===== config.mk =====
export PLATFORM = sky130hd
export DESIGN_NAME = bds_ctrl
export DESIGN_NICKNAME = d
export VERILOG_FILES = /design/src/design/bds_pkg.sv /design/src/design/bds_ctrl.sv
export SDC_FILE = /design/constraint.sdc
export NUM_CORES = 1
export LEC_CHECK = 0
export ABC_AREA = 1
export BUFFER_PORTS_ARGS = -buffer_cell sky130_fd_sc_hd__buf_4
export CAP_MARGIN = 10
export CORE_UTILIZATION = 50
export CTS_CLUSTER_DIAMETER = 200
export DETAILED_ROUTE_END_ITERATION = 12
export PLACE_DENSITY = 0.69
export SLEW_MARGIN = 10
export SYNTH_ARGS = -nofsm -noshare
export SYNTH_HDL_FRONTEND = slang
export SYNTH_SLANG_ARGS = --single-unit

===== constraint.sdc =====
create_clock -name clk -period 5.75 [get_ports clk]
set_clock_uncertainty 0.15 [all_clocks]
set_input_delay 0.8625 -clock clk [delete_from_list [all_inputs] [get_ports clk]]
set_output_delay 0.8625 -clock clk [all_outputs]
set_load 0.1 [all_outputs]

===== src/design/bds_pkg.sv =====
// shared types and constants of the 2x2 box downscaler
// used by bds_ctrl, bds_avg, bds_line_store users and the top level
package bds_pkg;

	localparam int CHANNELS       = 4;
	localparam int CHAN_W         = 8;
	localparam int SUM_W          = CHAN_W + 1;
	localparam int CFG_W          = 13;
	localparam int CFG_IDX_W      = 2;
	localparam int NCH_W          = 3;
	localparam int HGT_W          = 13;
	localparam int ROW_W          = 12;
	localparam int MAX_HEIGHT     = 4096;
	localparam int MAX_CHANNELS   = 4;
	localparam int DEF_MAX_WIDTH  = 4096;

	localparam logic [CFG_W-1:0] RST_SRC_WIDTH     = 13'd2;
	localparam logic [CFG_W-1:0] RST_SRC_HEIGHT    = 13'd2;
	localparam logic [NCH_W-1:0] RST_CHANNEL_COUNT = 3'd4;

	typedef enum logic [CFG_IDX_W-1:0] {
		REG_SRC_WIDTH     = 2'd0,
		REG_SRC_HEIGHT    = 2'd1,
		REG_CHANNEL_COUNT = 2'd2
	} cfg_reg_t;

	typedef logic [CHANNELS-1:0][CHAN_W-1:0] pix_vec_t;
	typedef logic [CHANNELS-1:0][SUM_W-1:0]  sum_vec_t;

	// control word of the first pipeline stage
	typedef struct packed {
		logic valid;
		logic quad;
		logic last;
	} s1_ctrl_t;

endpackage


===== src/design/bds_ctrl.sv =====
// config registers, raster counters, left pixel and line store access,
// first pipeline stage; depends on bds_pkg
module bds_ctrl
	import bds_pkg::*;
#(
	parameter int MAX_WIDTH = DEF_MAX_WIDTH,
	parameter int AW        = 11
) (
	input  logic                 clk,
	input  logic                 arst_n,
	input  logic                 cfg_we,
	input  logic [CFG_IDX_W-1:0] cfg_index,
	input  logic [CFG_W-1:0]     cfg_data,
	input  logic                 in_valid,
	output logic                 in_ready,
	input  pix_vec_t             in_pix,
	input  logic                 adv,
	output logic                 wr_en,
	output logic [AW-1:0]        wr_addr,
	output sum_vec_t             wr_data,
	output logic                 rd_en,
	output logic [AW-1:0]        rd_addr,
	output s1_ctrl_t             s1_ctrl,
	output sum_vec_t             s1_sum
);

	// column counter covers every source column up to MAX_WIDTH - 1
	localparam int CW = $clog2(MAX_WIDTH);
	localparam int WW = CW + 1;

	logic [CFG_W-1:0] src_width_q;
	logic [CFG_W-1:0] src_height_q;
	logic [NCH_W-1:0] channel_count_q;
	logic [CW-1:0]    col_q;
	logic [ROW_W-1:0] row_q;
	pix_vec_t         left_q;

	s1_ctrl_t s1_ctrl_s1;
	sum_vec_t s1_sum_s1;

	logic [WW-1:0]    w_eff, w_even;
	logic [HGT_W-1:0] h_eff, h_even;
	logic [NCH_W-1:0] nch;
	pix_vec_t         px;
	sum_vec_t         psum, sum_c;
	logic             acc, col_in, row_in, col_last, row_last;
	logic             emit_c, last_c, quad_c, load_left_c, wr_c, rd_c;
	logic             col_wrap, row_wrap;

	// clamped geometry
	always_comb begin
		if (src_width_q == '0) begin
			w_eff = WW'(1);
		end else if (32'(src_width_q) > MAX_WIDTH) begin
			w_eff = WW'(MAX_WIDTH);
		end else begin
			w_eff = WW'(src_width_q);
		end
		if (src_height_q == '0) begin
			h_eff = HGT_W'(1);
		end else if (src_height_q > HGT_W'(MAX_HEIGHT)) begin
			h_eff = HGT_W'(MAX_HEIGHT);
		end else begin
			h_eff = src_height_q;
		end
		if (channel_count_q == '0) begin
			nch = NCH_W'(1);
		end else if (channel_count_q > NCH_W'(MAX_CHANNELS)) begin
			nch = NCH_W'(MAX_CHANNELS);
		end else begin
			nch = channel_count_q;
		end
	end

	assign w_even = {w_eff[WW-1:1], 1'b0};
	assign h_even = {h_eff[HGT_W-1:1], 1'b0};

	always_comb begin
		for (int ch = 0; ch < CHANNELS; ch++) begin
			px[ch]   = (NCH_W'(ch) < nch) ? in_pix[ch] : '0;
			psum[ch] = {1'b0, left_q[ch]} + {1'b0, px[ch]};
		end
	end

	assign col_in   = {1'b0, col_q} < w_even;
	assign row_in   = {1'b0, row_q} < h_even;
	assign col_last = ({1'b0, col_q} + WW'(1)) == w_even;
	assign row_last = ({1'b0, row_q} + HGT_W'(1)) == h_even;
	assign col_wrap = ({1'b0, col_q} + WW'(1)) >= w_eff;
	assign row_wrap = ({1'b0, row_q} + HGT_W'(1)) >= h_eff;

	// what the pixel at the current raster position does
	always_comb begin
		emit_c      = 1'b0;
		last_c      = 1'b0;
		quad_c      = 1'b0;
		load_left_c = 1'b0;
		wr_c        = 1'b0;
		rd_c        = 1'b0;
		sum_c       = psum;
		priority if (w_eff == WW'(1) && h_eff == HGT_W'(1)) begin
			emit_c = 1'b1;
			last_c = 1'b1;
			for (int ch = 0; ch < CHANNELS; ch++) begin
				sum_c[ch] = {px[ch], 1'b0};
			end
		end else if (w_eff == WW'(1)) begin
			if (row_in) begin
				if (!row_q[0]) begin
					load_left_c = 1'b1;
				end else begin
					emit_c = 1'b1;
					last_c = row_last;
				end
			end
		end else if (h_eff == HGT_W'(1)) begin
			if (col_in) begin
				if (!col_q[0]) begin
					load_left_c = 1'b1;
				end else begin
					emit_c = 1'b1;
					last_c = col_last;
				end
			end
		end else begin
			if (col_in && row_in) begin
				if (!col_q[0]) begin
					load_left_c = 1'b1;
				end else if (!row_q[0]) begin
					wr_c = 1'b1;
				end else begin
					rd_c   = 1'b1;
					emit_c = 1'b1;
					quad_c = 1'b1;
					last_c = row_last && col_last;
				end
			end
		end
	end

	assign in_ready = !s1_ctrl_s1.valid || adv;
	assign acc      = in_valid && in_ready;
	assign wr_en    = acc && wr_c;
	assign rd_en    = acc && rd_c;
	assign wr_addr  = AW'(col_q >> 1);
	assign rd_addr  = AW'(col_q >> 1);
	assign wr_data  = psum;

	always_ff @(posedge clk or negedge arst_n) begin
		if (!arst_n) begin
			src_width_q     <= RST_SRC_WIDTH;
			src_height_q    <= RST_SRC_HEIGHT;
			channel_count_q <= RST_CHANNEL_COUNT;
			col_q           <= '0;
			row_q           <= '0;
			left_q          <= '0;
		end else if (cfg_we && cfg_index <= CFG_IDX_W'(REG_CHANNEL_COUNT)) begin
			unique case (cfg_reg_t'(cfg_index))
				REG_SRC_WIDTH:     src_width_q     <= cfg_data;
				REG_SRC_HEIGHT:    src_height_q    <= cfg_data;
				REG_CHANNEL_COUNT: channel_count_q <= cfg_data[NCH_W-1:0];
				default:           src_width_q     <= src_width_q;
			endcase
			col_q  <= '0;
			row_q  <= '0;
			left_q <= '0;
		end else if (acc) begin
			if (load_left_c) begin
				left_q <= px;
			end
			if (col_wrap) begin
				col_q <= '0;
				row_q <= row_wrap ? '0 : row_q + ROW_W'(1);
			end else begin
				col_q <= col_q + CW'(1);
			end
		end
	end

	always_ff @(posedge clk or negedge arst_n) begin
		if (!arst_n) begin
			s1_ctrl_s1 <= '0;
		end else if (in_ready) begin
			s1_ctrl_s1.valid <= acc && emit_c;
			s1_ctrl_s1.quad  <= quad_c;
			s1_ctrl_s1.last  <= last_c;
		end
	end

	always_ff @(posedge clk) begin
		if (acc) begin
			s1_sum_s1 <= sum_c;
		end
	end

	assign s1_ctrl = s1_ctrl_s1;
	assign s1_sum  = s1_sum_s1;

`ifndef ASSERT_OFF
	a_pos_in_frame: assert property (@(posedge clk) disable iff (!arst_n)
		({1'b0, col_q} < w_eff) && ({1'b0, row_q} < h_eff))
		else $error("raster position outside the frame");
	a_read_feeds_s1: assert property (@(posedge clk) disable iff (!arst_n)
		rd_en |=> s1_ctrl_s1.valid && s1_ctrl_s1.quad)
		else $error("line store read without a block average in stage 1");
	a_single_port: assert property (@(posedge clk) disable iff (!arst_n)
		!(wr_en && rd_en))
		else $error("line store written and read in one cycle");
`endif

endmodule


==> results.md <==
* Outcome: completed
* Worst setup SP type: register
* Final period util at 81.54%
* All-Layer GR Usage at 24.44%
* Endpoints failing setup at 0
* Highest net fanout along the worst path at 12
* Top post-synthesis cells by area: dfrtp_1, edfxtp_1, ha_1, nand2_1, inv_1
* Total grt overflow at 0
* Pwr/cell area at between 400 and 500 nW/um^2
* Slew HR at about a third
* Highest routed metal layer: met4
* Initial antenna violation count at 0
* CTS tree: built
* Final #Nets at roughly 1300
* Worst path top cell family by delay: simple AND/OR/NAND/NOR gates
* Ys async rst share at between 70% and 80%
* Number of global-route vias before repair at slightly below 7000
* Num rows at 47
* HPWL Detailed at approximately 16000 um
* Post-synth top flop: dfrtp_1
* Crit-path max cell delay at 0.73 ns
* Post-synthesis compound-gate area fraction at 9.872%
* Final wirelength at 21210 um
* Largest net degree at the start of global routing at a little under 80
* Final count of hold timing violations at 0
* Ports at 152
* Share of layout cells above drive strength 1 at approximately 21%
* Clock sink count at approximately 120
* Leak at ~5.6 nW
* Seq cells post-synth at about 120
* Syn_nets at approximately 1200
* Slowest CP cell: nor2_1
* Setup Slack @ Placement at approximately 1.3 ns
* Max cap viols at 0
* Worst-path cell chain: inv_1 -> nor2_1 -> nand4_1 -> or2_2 -> nor4_1 -> nand2_1 -> xor2_1 -> inv_1 -> ha_1 -> nand4_1 -> inv_1 -> a2111oi_0 -> nand3_1 -> nor2_1 -> nand3_1 -> o21ai_0
* Least-Margin Pin Slew at around 1 ns
* Post-CTS setup buffers at 0
* Synth warn at 0
* H-tree depth at 4
* Most area-hungry cell type in the Yosys netlist: dfrtp_1
* CTS max path bufs at 2
* Worst-Skew Late Latency at 0.42 ns
* Initial DRC Count at roughly 450
* Die height at around 130 um
* CTS resizes at 0
* Worst EP arrival at approximately 4.9 ns
* Remaining antenna violation count after routing at 0
* Crit-path most repeated cell: inv_1
* Metal-1 WL at about 10000 um
* Adder-Cell Fraction of Synth Area at between 10% and 20%
* TritonCTS buffer count at 17
* Syn-to-layout area delta at 19.80%
* Post-Synth XOR/XNOR Area at around 4%
* Drt wl/cell at approximately 15 um
* Mean Syn Cell Area at around 8 um^2
* Die Wd at 134.2 um
* WHS at between 0.15 and 0.2 ns
* Largest family of logic cells by synthesized area: simple AND/OR/NAND/NOR gates
* Fin. max-slew vios at 0
* Fin Setup TNS at 0 ns
* CORE AREA at ~17000 um^2
* Global-route wire length before repair at between 30000 and 40000 um
* Initial Utilization at between 50% and 60%
* Crit path kind: register to register
* FMAX at 213.3 MHz
* Min-delay worst type: primary input to async pin
* Setup ws final at approximately 1.1 ns
* Most frequent cell after synthesis: nand2_1
* Crit. End Element: register
* Post-Synth Simple-Gate Area at 25.63%
* DRC Markers at 0
* Synth cell types at between 40 and 50
* Routed wl met3 at between 1000 and 1500 um
* Mux share of post-synthesis cell area at 0%
* Maximum vdd drop at between 0.0003 and 0.0004 V
* DIE AREA at about 18000 um^2
* Worst-path clk slew at 0.06 ns
* Antenna Cells at 0
* Via count at between 7000 and 8000
* Synth Instances at ~1100
* # hold bufs at CTS at 0
* Worst path bufs/invs at 3
* Tmin final at between 4 and 5 ns
* Cell Area, Synth at 8732 um^2
* Top post-synthesis cells by count: nand2_1, inv_1, o21ai_0
* IO buf count at 151
* Yosys top cell area share at between 20 and 25%
* Post-synth EDFFs at 36
* RePlAce Congestion at around 0.87
* Avg Vias per Cell at 5.254
* Met2 wire length at ~9700 um
* CP required at slightly below 6 ns
* Clock root buffer master: clkbuf_16
* Part of the Yosys area used for sequential elements at 37.64%
* RSZ-0062 raised after global routing: no
* TritonRoute pass-1 iters at 5
[path summary, 6_finish.rpt]
check | startpoint | to | slack [ns] | depth (start not counted)
max in group asynchronous | arst_n | left_q[4] | 4.12 | 2
min | arst_n | col_q[11] | 0.19 | 1
max | col_q[0] | col_q[6] | 1.06 | 16
min reg2reg | channel_count_q[0] | channel_count_q[0] | 0.36 | 2
min in group clk | channel_count_q[0] | channel_count_q[0] | 0.36 | 2
max reg2reg | col_q[0] | col_q[6] | 1.06 | 16
[cell usage in the layout (no fill, tap or decap), drive strengths merged, types with 7 or more instances in the layout]
cell type  count
nand2        250
buf          155
inv          139
o21ai        100
nand3         86
dfrtp         85
ha            80
nor2          61
nand4         43
a21oi         43
edfxtp        36
xor2          28
clkbuf        17
xnor2         11
clkinv         7
[sequential cells by signal, indices dropped and copies added (netlist names)]
register	flops
left_q	32
channel_count_q	3
row_q	12
col_q	12
s1_sum	36
s1_ctrl	3
src_height_q	13
src_width_q	13
[worst reg2reg max path: stages, from the launching register on]
cell	delay (ns)
dfrtp_1	0.43
inv_1	0.14
nor2_1	0.27
nand4_1	0.17
or2_2	0.36
nor4_1	0.29
nand2_1	0.11
xor2_1	0.15
inv_1	0.08
ha_1	0.29
nand4_1	0.15
inv_1	0.10
a2111oi_0	0.69
nand3_1	0.23
nor2_1	0.73
nand3_1	0.14
o21ai_0	0.13
[through the flow]
step	std cells	total power, mW	area, um^2	utilization, %
finish	1407	5.113	10460	62.20
global route	1407	5.362	10460	62.20
CTS	1407	5.135	10460	62.20
detailed placement	1375	3.899	9792	58.22
global placement	1375	3.873	9792	58.22
floorplan	1066	3.407	8738	-
[per-layer routing]
metal / track usage [%] / up-vias
li1: - / 3734
met1: 34.05 / 3418
met2: 39.38 / 219
met3: 3.893 / 21
met4: 6.866 / 0
met5: 0 / -
[layout make-up]
class	count	area, um^2
clock buffers	17	425.4
fillers	1439	6357
repair buffers	155	1164
clock inverters	15	244.0
flip-flops and latches	124	3287
well taps	220	275.3
inverters	138	518.0
multi-input cells	738	4548
[power by group]
part           leakage, nW  switching (mW)  total (mW)  internal [mW]
registers             1.52           0.133        1.24           1.11
logic                 3.73            2.05        2.64          0.595
clock network        0.323           0.415        1.23          0.813
total                 5.58            2.60        5.11           2.52
[cells by family after synthesis]
| kind of cell | Yosys count |
|---|---|
| buffers and inverters | 204 |
| AND/OR/NAND/NOR | 455 |
| AO/OA/AOI/OAI | 160 |
| flip-flops | 124 |
| XOR/XNOR | 39 |
| adder cells (fa/ha/maj) | 84 |
No activity file was read; power rests on OpenSTA's default activity.
