### config.mk
export PLATFORM = sky130hd
export DESIGN_NAME = bds_avg
export DESIGN_NICKNAME = d
export VERILOG_FILES = /design/src/design/bds_pkg.sv /design/src/design/bds_avg.sv
export SDC_FILE = /design/constraint.sdc
export NUM_CORES = 1
export LEC_CHECK = 0
export BUFFER_PORTS_ARGS = -buffer_cell sky130_fd_sc_hd__buf_2
export CORE_MARGIN = 1.5
export CORE_UTILIZATION = 47
export DETAILED_ROUTE_END_ITERATION = 8
export PLACE_DENSITY = 0.78
export SYNTH_ARGS = -nofsm -noshare
export SYNTH_HDL_FRONTEND = slang
export SYNTH_SLANG_ARGS = --single-unit
export TNS_END_PERCENT = 1
### constraint.sdc
create_clock -name clk -period 1.5 [get_ports clk]
set_input_delay 0.225 -clock clk [delete_from_list [all_inputs] [get_ports clk]]
set_output_delay 0.225 -clock clk [all_outputs]
set_load 0.01 [all_outputs]
### src/design/bds_pkg.sv
// shared types and constants of the 2x2 box downscaler
// used by bds_ctrl, bds_avg, bds_line_store users and the top level
package bds_pkg;

	localparam int CHANNELS       = 4;
	localparam int CHAN_W         = 8;
	localparam int SUM_W          = CHAN_W + 1;
	localparam int CFG_W          = 13;
	localparam int CFG_IDX_W      = 2;
	localparam int NCH_W          = 3;
	localparam int HGT_W          = 13;
	localparam int ROW_W          = 12;
	localparam int MAX_HEIGHT     = 4096;
	localparam int MAX_CHANNELS   = 4;
	localparam int DEF_MAX_WIDTH  = 4096;

	localparam logic [CFG_W-1:0] RST_SRC_WIDTH     = 13'd2;
	localparam logic [CFG_W-1:0] RST_SRC_HEIGHT    = 13'd2;
	localparam logic [NCH_W-1:0] RST_CHANNEL_COUNT = 3'd4;

	typedef enum logic [CFG_IDX_W-1:0] {
		REG_SRC_WIDTH     = 2'd0,
		REG_SRC_HEIGHT    = 2'd1,
		REG_CHANNEL_COUNT = 2'd2
	} cfg_reg_t;

	typedef logic [CHANNELS-1:0][CHAN_W-1:0] pix_vec_t;
	typedef logic [CHANNELS-1:0][SUM_W-1:0]  sum_vec_t;

	// control word of the first pipeline stage
	typedef struct packed {
		logic valid;
		logic quad;
		logic last;
	} s1_ctrl_t;

endpackage

### src/design/bds_avg.sv
// final rounding of pair and block sums and the output register
// depends on bds_pkg
module bds_avg
	import bds_pkg::*;
(
	input  logic     clk,
	input  logic     arst_n,
	input  s1_ctrl_t s1_ctrl,
	input  sum_vec_t s1_sum,
	input  sum_vec_t rd_sum,
	output logic     adv,
	output logic     out_valid,
	input  logic     out_ready,
	output pix_vec_t out_pix,
	output logic     out_last
);

	logic     out_valid_q;
	logic     out_last_q;
	pix_vec_t out_pix_q;
	pix_vec_t res;

	logic [SUM_W+1:0] quad_sum [CHANNELS];
	logic [SUM_W:0]   pair_sum [CHANNELS];

	always_comb begin
		for (int ch = 0; ch < CHANNELS; ch++) begin
			quad_sum[ch] = {2'b00, rd_sum[ch]} + {2'b00, s1_sum[ch]} + (SUM_W+2)'(2);
			pair_sum[ch] = {1'b0, s1_sum[ch]} + (SUM_W+1)'(1);
			res[ch] = s1_ctrl.quad ? quad_sum[ch][SUM_W:2] : pair_sum[ch][SUM_W-1:1];
		end
	end

	assign adv = !out_valid_q || out_ready;

	always_ff @(posedge clk or negedge arst_n) begin
		if (!arst_n) begin
			out_valid_q <= 1'b0;
		end else if (adv) begin
			out_valid_q <= s1_ctrl.valid;
		end
	end

	always_ff @(posedge clk) begin
		if (adv && s1_ctrl.valid) begin
			out_pix_q  <= res;
			out_last_q <= s1_ctrl.last;
		end
	end

	assign out_valid = out_valid_q;
	assign out_pix   = out_pix_q;
	assign out_last  = out_last_q;

endmodule

==> flow_summary.ini, run 1 <==
[critical_path]
slowest_delay_ps = 370
cp_max_fo = 3
path_depth = 10
crit_chain = buf_8 > inv_4 > ha_4 > nand3b_1 > fa_2 > nand2b_4 > nand2b_1 > a21oi_1 > xor2_1 > a21oi_1
crit_required_ps = 1510
slowest_stage = fa_2
r2r-start = out_valid$_DFFE_PN0N_
r2r_cells = 3
crit_family = adder cells
cp-startpoint = s1_sum[19]
r2r_end = out_pix[2]$_DFFE_PP_
crit_type = input port to flop
start_kind = input port
cp_num_buf_inv = 2
crit_top_cell = a21oi_1
cp.arrival_ps = 1790
endpoint_kind = flop
rrSetupSlack_ps = 280
critPathCapture = out_pix[19]$_DFFE_PP_

[cts]
cts_tree = done
clock-root-buffer = clkbuf_8
worstSkewPairLatency_ps = 280
cts_buffers = 5
clkSlewWorstSetupHoldPaths_ps = 70
cts_buffer_depth = 2
cts.sinks = 34
htree_num_levels = 2

[detailed_routing]
first_iter_violations = 115
drt-pass1-iter-count = 4
avgViaCountPerCell = 5.217
drt_wl_total_mm = 9.263
ant_nets = 0
vias = 3396
drc = 0
wl_per_cell_um = 14.23

[pwr]
ir_drop_mv = 0.3519
power_density_nw_per_um2 = 702.3
swShare_pct = 33.80
seq_power_share_pct = 32.6
combPwrFrac_pct = 49.9
p_clk_share_pct = 17.5
internal_power_w = 0.002438
power.switching_w = 0.001245
p_leak_nw = 2.386

[yosys]
netlist_instances = 364
synth_top_area_share_pct = 28.08
seq_area_frac_synth_pct = 28.78
syn_nets = 510
netlist_area_um2 = 3530
async_flop_share_pct = 2.941
synth.area.top_cells = edfxtp_1 28%, ha_1 23%, xor2_1 7.2%, a21oi_1 6.2%, xnor2_1 5.7%
ys_warn_count = 0
synth_edf_count = 33
ys_types = 33
synth_area_leader_cell = edfxtp_1
syn_area_per_cell_um2 = 9.697
yosys-top-cells-count = 64 x ha_1, 44 x a21oi_1, 33 x edfxtp_1, 29 x xor2_1, 24 x nor2_1
yosysMostFrequentCell = ha_1
ys_ff_latch = 34
synth_flop_cell = edfxtp_1

[global_routing]
global_route.usage.total_pct = 21.97
antenna_found_initial = 0
grt_pass1_vias = 3390
grt_pass1_wl_mm = 13.93
grt_max_degree = 52
grt.overflow.total = 0

[timing]
slew_headroom_pct = 80.11
rsz0062_at_grt = true
postLayoutSetupSlackWorst_ps = -274.8
max_slew.worst_pin.slew_ps = 296.0
drv_slew = 0
tns_ps = -3772
hold_slack_ps = 119.2
finalClockSkew_ps = 9.214
post-route-min-period_ps = 1775
min_period_over_period_pct = 118.3
finalHoldViolCount = 0
fmax_ghz = 0.5634
setup_viol = 22

[run]
drv_cap = 0

[hold_path]
hold_path.class = input port to flop

[floorplanning]
coreArea_um2 = 7253
io_pins = 113
rows = 31
start_util_pct = 48.66
die_w_um = 89.66
die_area_um2 = 8039
die_h_um = 89.66

[layout]
area_growth_pct = 48.56
fillCellCount = 516
drive_gt1_share_pct = 43.30
n_antenna_cell = 0
nNetsFinal = 697

[placement]
hpwlAfterDp_mm = 6.951
numPortBuffers = 112
gp_congestion = 0.8353

[run_status]
status = finished, violations left
violations = setup timing
## sequential cells by signal, summed over array words and instances (netlist names)
register and cells:
out_valid 1, out_pix 32, out_last 1
## kinds of logic after synthesis
logic type,after synthesis,share of synthesized area [%]
muxes,13,3.686
AOI/OAI and AO/OA,75,12.48
xor gates and xnor gates,52,12.90
and+or+nand+nor,97,14.50
adders and majority gates,68,24.96
DFF,34,28.78
buffers and inverters,25,2.694
## power by group through the flow
stage	combinational, W	sequential (W)	clock [W]
floorplan	0.000885	0.00127	0
global placement	0.00156	0.00122	0
detailed placement	0.00162	0.00122	0
CTS	0.00176	0.00120	0.000661
global route	0.00202	0.00121	0.000703
finish	0.00184	0.00120	0.000645
## final cells by class
| type | count | area, um2 | share of cell area (%) |
|---|---|---|---|
| Multi-Input combinational cell | 305 | 2784 | 53.09 |
| Inverter | 19 | 76.32 | 1.455 |
| Clock buffer | 6 | 72.57 | 1.384 |
| Clock inverter | 2 | 8.758 | 0.1670 |
| Tap cell | 99 | 123.9 | 2.362 |
| Timing Repair Buffer | 186 | 1162 | 22.17 |
| Sequential cell | 34 | 1016 | 19.37 |
## layout by cell type (no fill, tap or decap), types with 2 or more instances in the layout
cell type  Yosys  final
a21boi_1       3      3
a21oi_1       44     34
a21oi_2        0      6
a21oi_4        0      4
a31oi_1        5      5
a41oi_2        1      3
and2_1         4      4
and3_1         3      3
and4_1         3      3
buf_12         0      2
buf_2          1    109
buf_4          0     72
clkbuf_8       0      5
edfxtp_1      33     33
fa_2           0      4
ha_1          64     46
ha_4           0     18
inv_1         19     17
inv_4          0      2
mux2i_1       13     13
nand2_1       18     18
nand2b_1      14     10
nand2b_4       0      4
nand3_1       17     17
nand3b_4       1      3
nand4_1        5      5
nor2_1        24     24
nor2b_1        4      4
o211ai_1       4      4
o21ai_0        9      8
o21ai_1        3      4
o21ai_2        3      3
xnor2_1       23     23
xor2_1        29     29
## timing repair
| item | in CTS | in global routing |
|---|---|---|
| resized for setup | 26 | 14 |
| buffers inserted | 1 | 0 |
| hold buffers | 1 | 0 |
| endpoints found under the setup margin | 24 | 27 |
| endpoints found under the hold margin | 1 | 0 |
| pin swaps | 8 | 0 |
## metrics by stage
stage / worst slack [ps] / instance area [um2] / power [W] / utilization [%] / cells
6_report: -274.8 / 5244 / 0.003683 / 72.30 / 651
5_1_grt: -356.4 / 5244 / 0.003938 / 72.30 / 651
4_1_cts: -308.9 / 5166 / 0.003626 / 71.23 / 651
3_5_place_dp: -619.5 / 4826 / 0.002840 / 66.53 / 641
3_3_place_gp: -551.8 / 4826 / 0.002776 / 66.53 / 641
2_1_floorplan: -400.0 / 3600 / 0.002157 / - / 364
## layer usage
metal | global-route usage [%] | share of wire (%) | vias to the layer above
met4 | 7.413 | 2.2 | 0
li1 | - | - | 1694
met3 | 3.839 | 5.0 | 19
met5 | 0 | 0 | -
met2 | 43.62 | 54 | 115
met1 | 22.92 | 39 | 1568
## how the worst min path moves through the flow
stage / from / slack (ps) / cells after the start / endpoint
6_report: s1_ctrl[0] / 120 / 1 / out_last$_DFFE_PP_
5_1_grt: s1_ctrl[0] / 100 / 1 / out_last$_DFFE_PP_
4_1_cts: s1_ctrl[0] / 110 / 1 / out_last$_DFFE_PP_
3_5_place_dp: arst_n / 1 / 1 / out_valid$_DFFE_PN0N_
3_3_place_gp: arst_n / 0.8 / 1 / out_valid$_DFFE_PN0N_
2_1_floorplan: arst_n / -70 / 0 / out_valid$_DFFE_PN0N_
## worst reg2reg max path, cell delays in order, from the launching register on
cell and delay, ps:
dfrtp_1 390, nand2b_1 100, and2_1 190, buf_12 220
No activity file was read; power rests on OpenSTA's default activity.
==> run 2: changes to the inputs <==
Settings changed: CORE_UTILIZATION 47 to 50, PLACE_DENSITY 0.78 to 0.79.
Clock period 1.5 ns to 1.7 ns, I/O delays scaled along.
==> run 2 against run 1 <==
- the flow still finishes with violations (setup timing)
- first-iteration DRC count decreased by 36%
- worst hold slack improved by 36 ps
- setup slack improved by 130 ps
- non-clock buffer count increased by 4
- register-to-register slack improved by 190 ps
- combinational power decreased by 9.8%
- utilization increased by 4.6 points
- clock-buffer cell count unchanged
- total power decreased by 11%
- wire length increased by 5.2%
- design area decreased by 0.38%
- highest routed layer unchanged
==> flow_summary.ini, run 2 (same netlist as run 1, synthesis figures left out) <==
[floorplanning]
coreArea_um2 = 6794
die_area_um2 = 7572
die_h_um = 87.02
io_pins = 113
rows = 30
die_w_um = 87.02
start_util_pct = 51.95

[timing]
slew_headroom_pct = 77.61
drv_slew = 0
rsz0062_at_grt = true
max_slew.worst_pin.slew_ps = 332.3
postLayoutSetupSlackWorst_ps = -145.5
fmax_ghz = 0.5418
tns_ps = -921.9
finalClockSkew_ps = 5.931
finalHoldViolCount = 0
setup_viol = 14
hold_slack_ps = 154.7
min_period_over_period_pct = 108.6
post-route-min-period_ps = 1846

[detailed_routing]
vias = 3454
drt-pass1-iter-count = 5
ant_nets = 0
drt_wl_total_mm = 9.742
wl_per_cell_um = 14.92
first_iter_violations = 74
drc = 0
avgViaCountPerCell = 5.289

[layout]
final_common_cell = buf_2
fillCellCount = 466
drive_gt1_share_pct = 44.06
largest_reg_flops = 32
nNetsFinal = 701
multiInputGateArea_um2 = 2735
area_growth_pct = 48.00
seqCellArea_um2 = 1016
layout.cells.non_filler = 653
layout_common_cells = 109 x buf_2, 75 x buf_4, 52 x ha_1

[critical_path]
start_kind = input port
r2r_cells = 3
crit_type = input port to flop
cp-startpoint = rd_sum[28]
r2r_end = out_pix[22]$_DFFE_PP_
r2r-start = out_valid$_DFFE_PN0N_
rrSetupSlack_ps = 470
cp.arrival_ps = 1880
endpoint_kind = flop
critPathCapture = out_pix[31]$_DFFE_PP_
cp_max_fo = 3
crit_required_ps = 1740

[cts]
clock-root-buffer = clkbuf_8
htree_num_levels = 2
cts_buffers = 5
clkSlewWorstSetupHoldPaths_ps = 80
cts_tree = done
cts.sinks = 34
cts_buffer_depth = 2
worstSkewPairLatency_ps = 290

[pwr]
swShare_pct = 34.46
power.switching_w = 0.001135
ir_drop_mv = 0.3011
power_density_nw_per_um2 = 630.5
p_leak_nw = 2.409
combPwrFrac_pct = 50.4
internal_power_w = 0.002159
seq_power_share_pct = 32.2
p_clk_share_pct = 17.5

[global_routing]
grt_pass1_wl_mm = 15.47
grt.overflow.total = 0
global_route.usage.total_pct = 25.65
antenna_found_initial = 1
grt_max_degree = 52
grt_pass1_vias = 3578

[hold_path]
hold_path.class = input port to flop

[run_status]
violations = setup timing
status = finished, violations left

[placement]
gp_congestion = 0.8772
dp.cells = 638
place_ws_ps = -476.7
hpwlAfterDp_mm = 7.430
numPortBuffers = 112

[run]
drv_cap = 0
-- run 2: cell count changes in the layout (fill, tap and decap cells not counted), sizes merged --
cell,delta
buf,+4
diode,+1
-- run 2: cell type report --
cell class	instances	area share, %
Sequential cell	34	19.45
Inverter	19	1.461
Antenna cell	1	0.04790
Multi-Input combinational cell	305	52.36
Clock inverter	2	0.1677
Clock buffer	6	1.389
Timing Repair Buffer	190	22.83
Tap cell	96	2.299
-- run 2: what timing repair did --
item	4_1_cts	5_1_grt
setup endpoints to repair	19	23
pin swaps	4	8
hold buffers	1	0
endpoints found under the hold margin	1	0
setup buffers	1	4
resized for setup	17	27
-- run 2: critical path, cell delays in order --
cell and delay (ps):
buf_6 100, inv_4 50, ha_4 190, nand3b_4 160, fa_2 400, nand2b_4 170, a21oi_4 210, a31oi_4 110
xor2_1 150, mux2i_1 90
-- run 2: worst min path at each step --
stage,from,end,slack [ps],cells past startpoint
4_1_cts,s1_ctrl[0],out_last$_DFFE_PP_,160,1
3_5_place_dp,arst_n,out_valid$_DFFE_PN0N_,30,1
2_1_floorplan,arst_n,out_valid$_DFFE_PN0N_,-40,0
6_report,s1_ctrl[0],out_last$_DFFE_PP_,150,1
3_3_place_gp,arst_n,out_valid$_DFFE_PN0N_,30,1
5_1_grt,s1_ctrl[0],out_last$_DFFE_PP_,160,1
-- run 2: per-stage QoR --
step | cell area (um2) | util, % | power (W)
6_report | 5224 | 76.89 | 0.003294
5_1_grt | 5221 | 76.85 | 0.003501
4_1_cts | 5030 | 74.03 | 0.003170
3_5_place_dp | 4822 | 70.98 | 0.002532
3_3_place_gp | 4822 | 70.98 | 0.002458
2_1_floorplan | 3600 | - | 0.001903
-- run 2: routing by layer --
metal	wire length, um	global-route usage, %
met3	577	5.213
met4	182	7.478
met1	3790	28.21
met2	5191	49.12
met5	0	0
-- run 2: power by group through the flow --
| stage | clock network [W] | registers, W | logic, W |
|---|---|---|---|
| 6_report | 0.000575 | 0.00106 | 0.00166 |
| 3_5_place_dp | 0 | 0.00108 | 0.00145 |
| 2_1_floorplan | 0 | 0.00112 | 0.000781 |
| 4_1_cts | 0.000582 | 0.00106 | 0.00153 |
| 5_1_grt | 0.000609 | 0.00107 | 0.00183 |
| 3_3_place_gp | 0 | 0.00108 | 0.00138 |
==> run 3: changes to the inputs <==
Settings changed: BUFFER_PORTS_ARGS -buffer_cell sky130_fd_sc_hd__buf_2 to -buffer_cell sky130_fd_sc_hd__buf_4, RECOVER_POWER set to 100.
==> run 3 against run 2 <==
- the flow still finishes with violations (setup timing)
- total power increased by 8.4%
- worst hold slack improved by 7.5 ps
- sequential cell count stayed put
- sequential share of layout area shrank 0.21 points
- clock skew is 1.7 ps lower
- register-to-register slack lost 220 ps
- critical endpoint unchanged
- largest cell class unchanged
==> flow_summary.ini, run 3 (same netlist as run 1, synthesis figures left out) <==
[run_status]
status = finished, violations left
violations = setup timing

[timing]
min_period_over_period_pct = 110.6
slew_headroom_pct = 60.79
fmax_ghz = 0.5319
post-route-min-period_ps = 1880
rsz0062_at_grt = true
hold_slack_ps = 162.1
finalClockSkew_ps = 4.246
setup_viol = 17
max_slew.worst_pin.slew_ps = 588.1
drv_slew = 0
finalHoldViolCount = 0
postLayoutSetupSlackWorst_ps = -180.2

[critical_path]
crit_type = input port to flop
crit_family = adder cells
rrSetupSlack_ps = 250
r2r_end = out_pix[5]$_DFFE_PP_
slowest_delay_ps = 340
endpoint_kind = flop
cp_num_buf_inv = 2
r2r-start = out_valid$_DFFE_PN0N_
crit_chain = buf_4 > inv_1 > ha_1 > nand3b_4 > fa_2 > nand2b_4 > a21oi_4 > a31oi_1 > xor2_1 > mux2i_1
critPathCapture = out_pix[31]$_DFFE_PP_
slowest_stage = fa_2
r2r_cells = 3
cp-startpoint = s1_sum[28]
cp_max_fo = 3
cp.arrival_ps = 1910
path_depth = 10
start_kind = input port
crit_required_ps = 1730

[layout]
layout_common_cells = 143 x buf_4, 54 x ha_1, 35 x clkbuf_1
final_common_cell = buf_4
drive_gt1_share_pct = 35.34
nNetsFinal = 694
area_growth_pct = 49.59
layout.cells.non_filler = 645
largest_reg_flops = 32
n_antenna_cell = 0

[floorplanning]
start_util_pct = 51.95
coreArea_um2 = 6794
die_h_um = 87.02
rows = 30
die_area_um2 = 7572
die_w_um = 87.02
io_pins = 113

[placement]
gp_congestion = 0.9166
hpwlAfterDp_mm = 7.263
dp.cells = 634
numPortBuffers = 112

[detailed_routing]
ant_nets = 0
avgViaCountPerCell = 5.288
wl_per_cell_um = 14.82
first_iter_violations = 80
drt_wl_total_mm = 9.556
drc = 0
drt-pass1-iter-count = 4
vias = 3411

[global_routing]
grt.overflow.total = 0
grt_pass1_vias = 3468
grt_max_degree = 52
grt_pass1_wl_mm = 14.94
global_route.usage.total_pct = 25.01
antenna_found_initial = 0

[cts]
htree_num_levels = 2
clock-root-buffer = clkbuf_8
cts_tree = done
worstSkewPairLatency_ps = 290
clkSlewWorstSetupHoldPaths_ps = 80
cts_buffers = 5
cts.sinks = 34
cts_buffer_depth = 2

[hold_path]
hold_path.class = input port to flop

[run]
drv_cap = 0

[pwr]
ir_drop_mv = 0.3456
power_density_nw_per_um2 = 676.1
p_leak_nw = 2.345
run 3: cell count changes in the layout (fill, tap and decap cells not counted), sizes merged:
cell	before	now
buf	189	144
bufinv	0	2
clkbuf	6	43
clkinv	2	1
diode	1	0
run 3: routing by layer:
metal	wire length, um	share of wire [%]	track usage [%]	up-vias
met1	3599	38	26.61	1584
met5	0	0	0	-
li1	-	-	-	1687
met4	212	2.2	8.211	0
met3	618	6.5	5.687	24
met2	5125	54	48.06	116
run 3: repair_timing:
action / CTS / global route
setup buffers: 1 / 1
pin swaps: 2 / 3
gates resized for setup: 21 / 11
hold buffers: 1 / 0
hold endpoints to repair: 1 / 0
endpoints found under the setup margin: 18 / 20
gates cloned: 0 / 0
run 3: layout make-up:
cell class,instances,area [um2]
Multi-Input combinational cell,305,2688
Fill cell,481,1514
Timing Repair Buffer,183,1252
Sequential cell,34,1016
Tap cell,96,120.1
Inverter,19,71.32
Clock buffer,5,68.82
Clock inverter,3,63.81
run 3: where the power goes:
part           internal, W  switching, W
sequential         0.00104     0.0000223
clock             0.000581      0.000310
combinational     0.000823      0.000795
total              0.00244       0.00113
run 3: stage by stage:
| step | setup TNS [ps] | worst slack (ps) | cell area [um2] | power [W] | util (%) |
|---|---|---|---|---|---|
| detailed placement | -9217 | -514.1 | 5060 | 0.002600 | 74.48 |
| floorplan | -6355 | -230.0 | 3600 | 0.001903 | - |
| global route | -2523 | -216.2 | 5280 | 0.003770 | 77.72 |
| finish | -1444 | -180.2 | 5280 | 0.003570 | 77.72 |
| CTS | -826.5 | -135.5 | 5373 | 0.003584 | 79.08 |
| global placement | -7990 | -419.5 | 5060 | 0.002535 | 74.48 |
run 3: worst min-delay path by stage:
stage                     cells past startpoint               endpoint       start
after floorplan                               0  out_valid$_DFFE_PN0N_      arst_n
final                                         2  out_valid$_DFFE_PN0N_  s1_ctrl[2]
after global routing                          1     out_last$_DFFE_PP_  s1_ctrl[0]
after detailed placement                      1  out_valid$_DFFE_PN0N_      arst_n
after CTS                                     1     out_last$_DFFE_PP_  s1_ctrl[0]
after global placement                        1  out_valid$_DFFE_PN0N_      arst_n
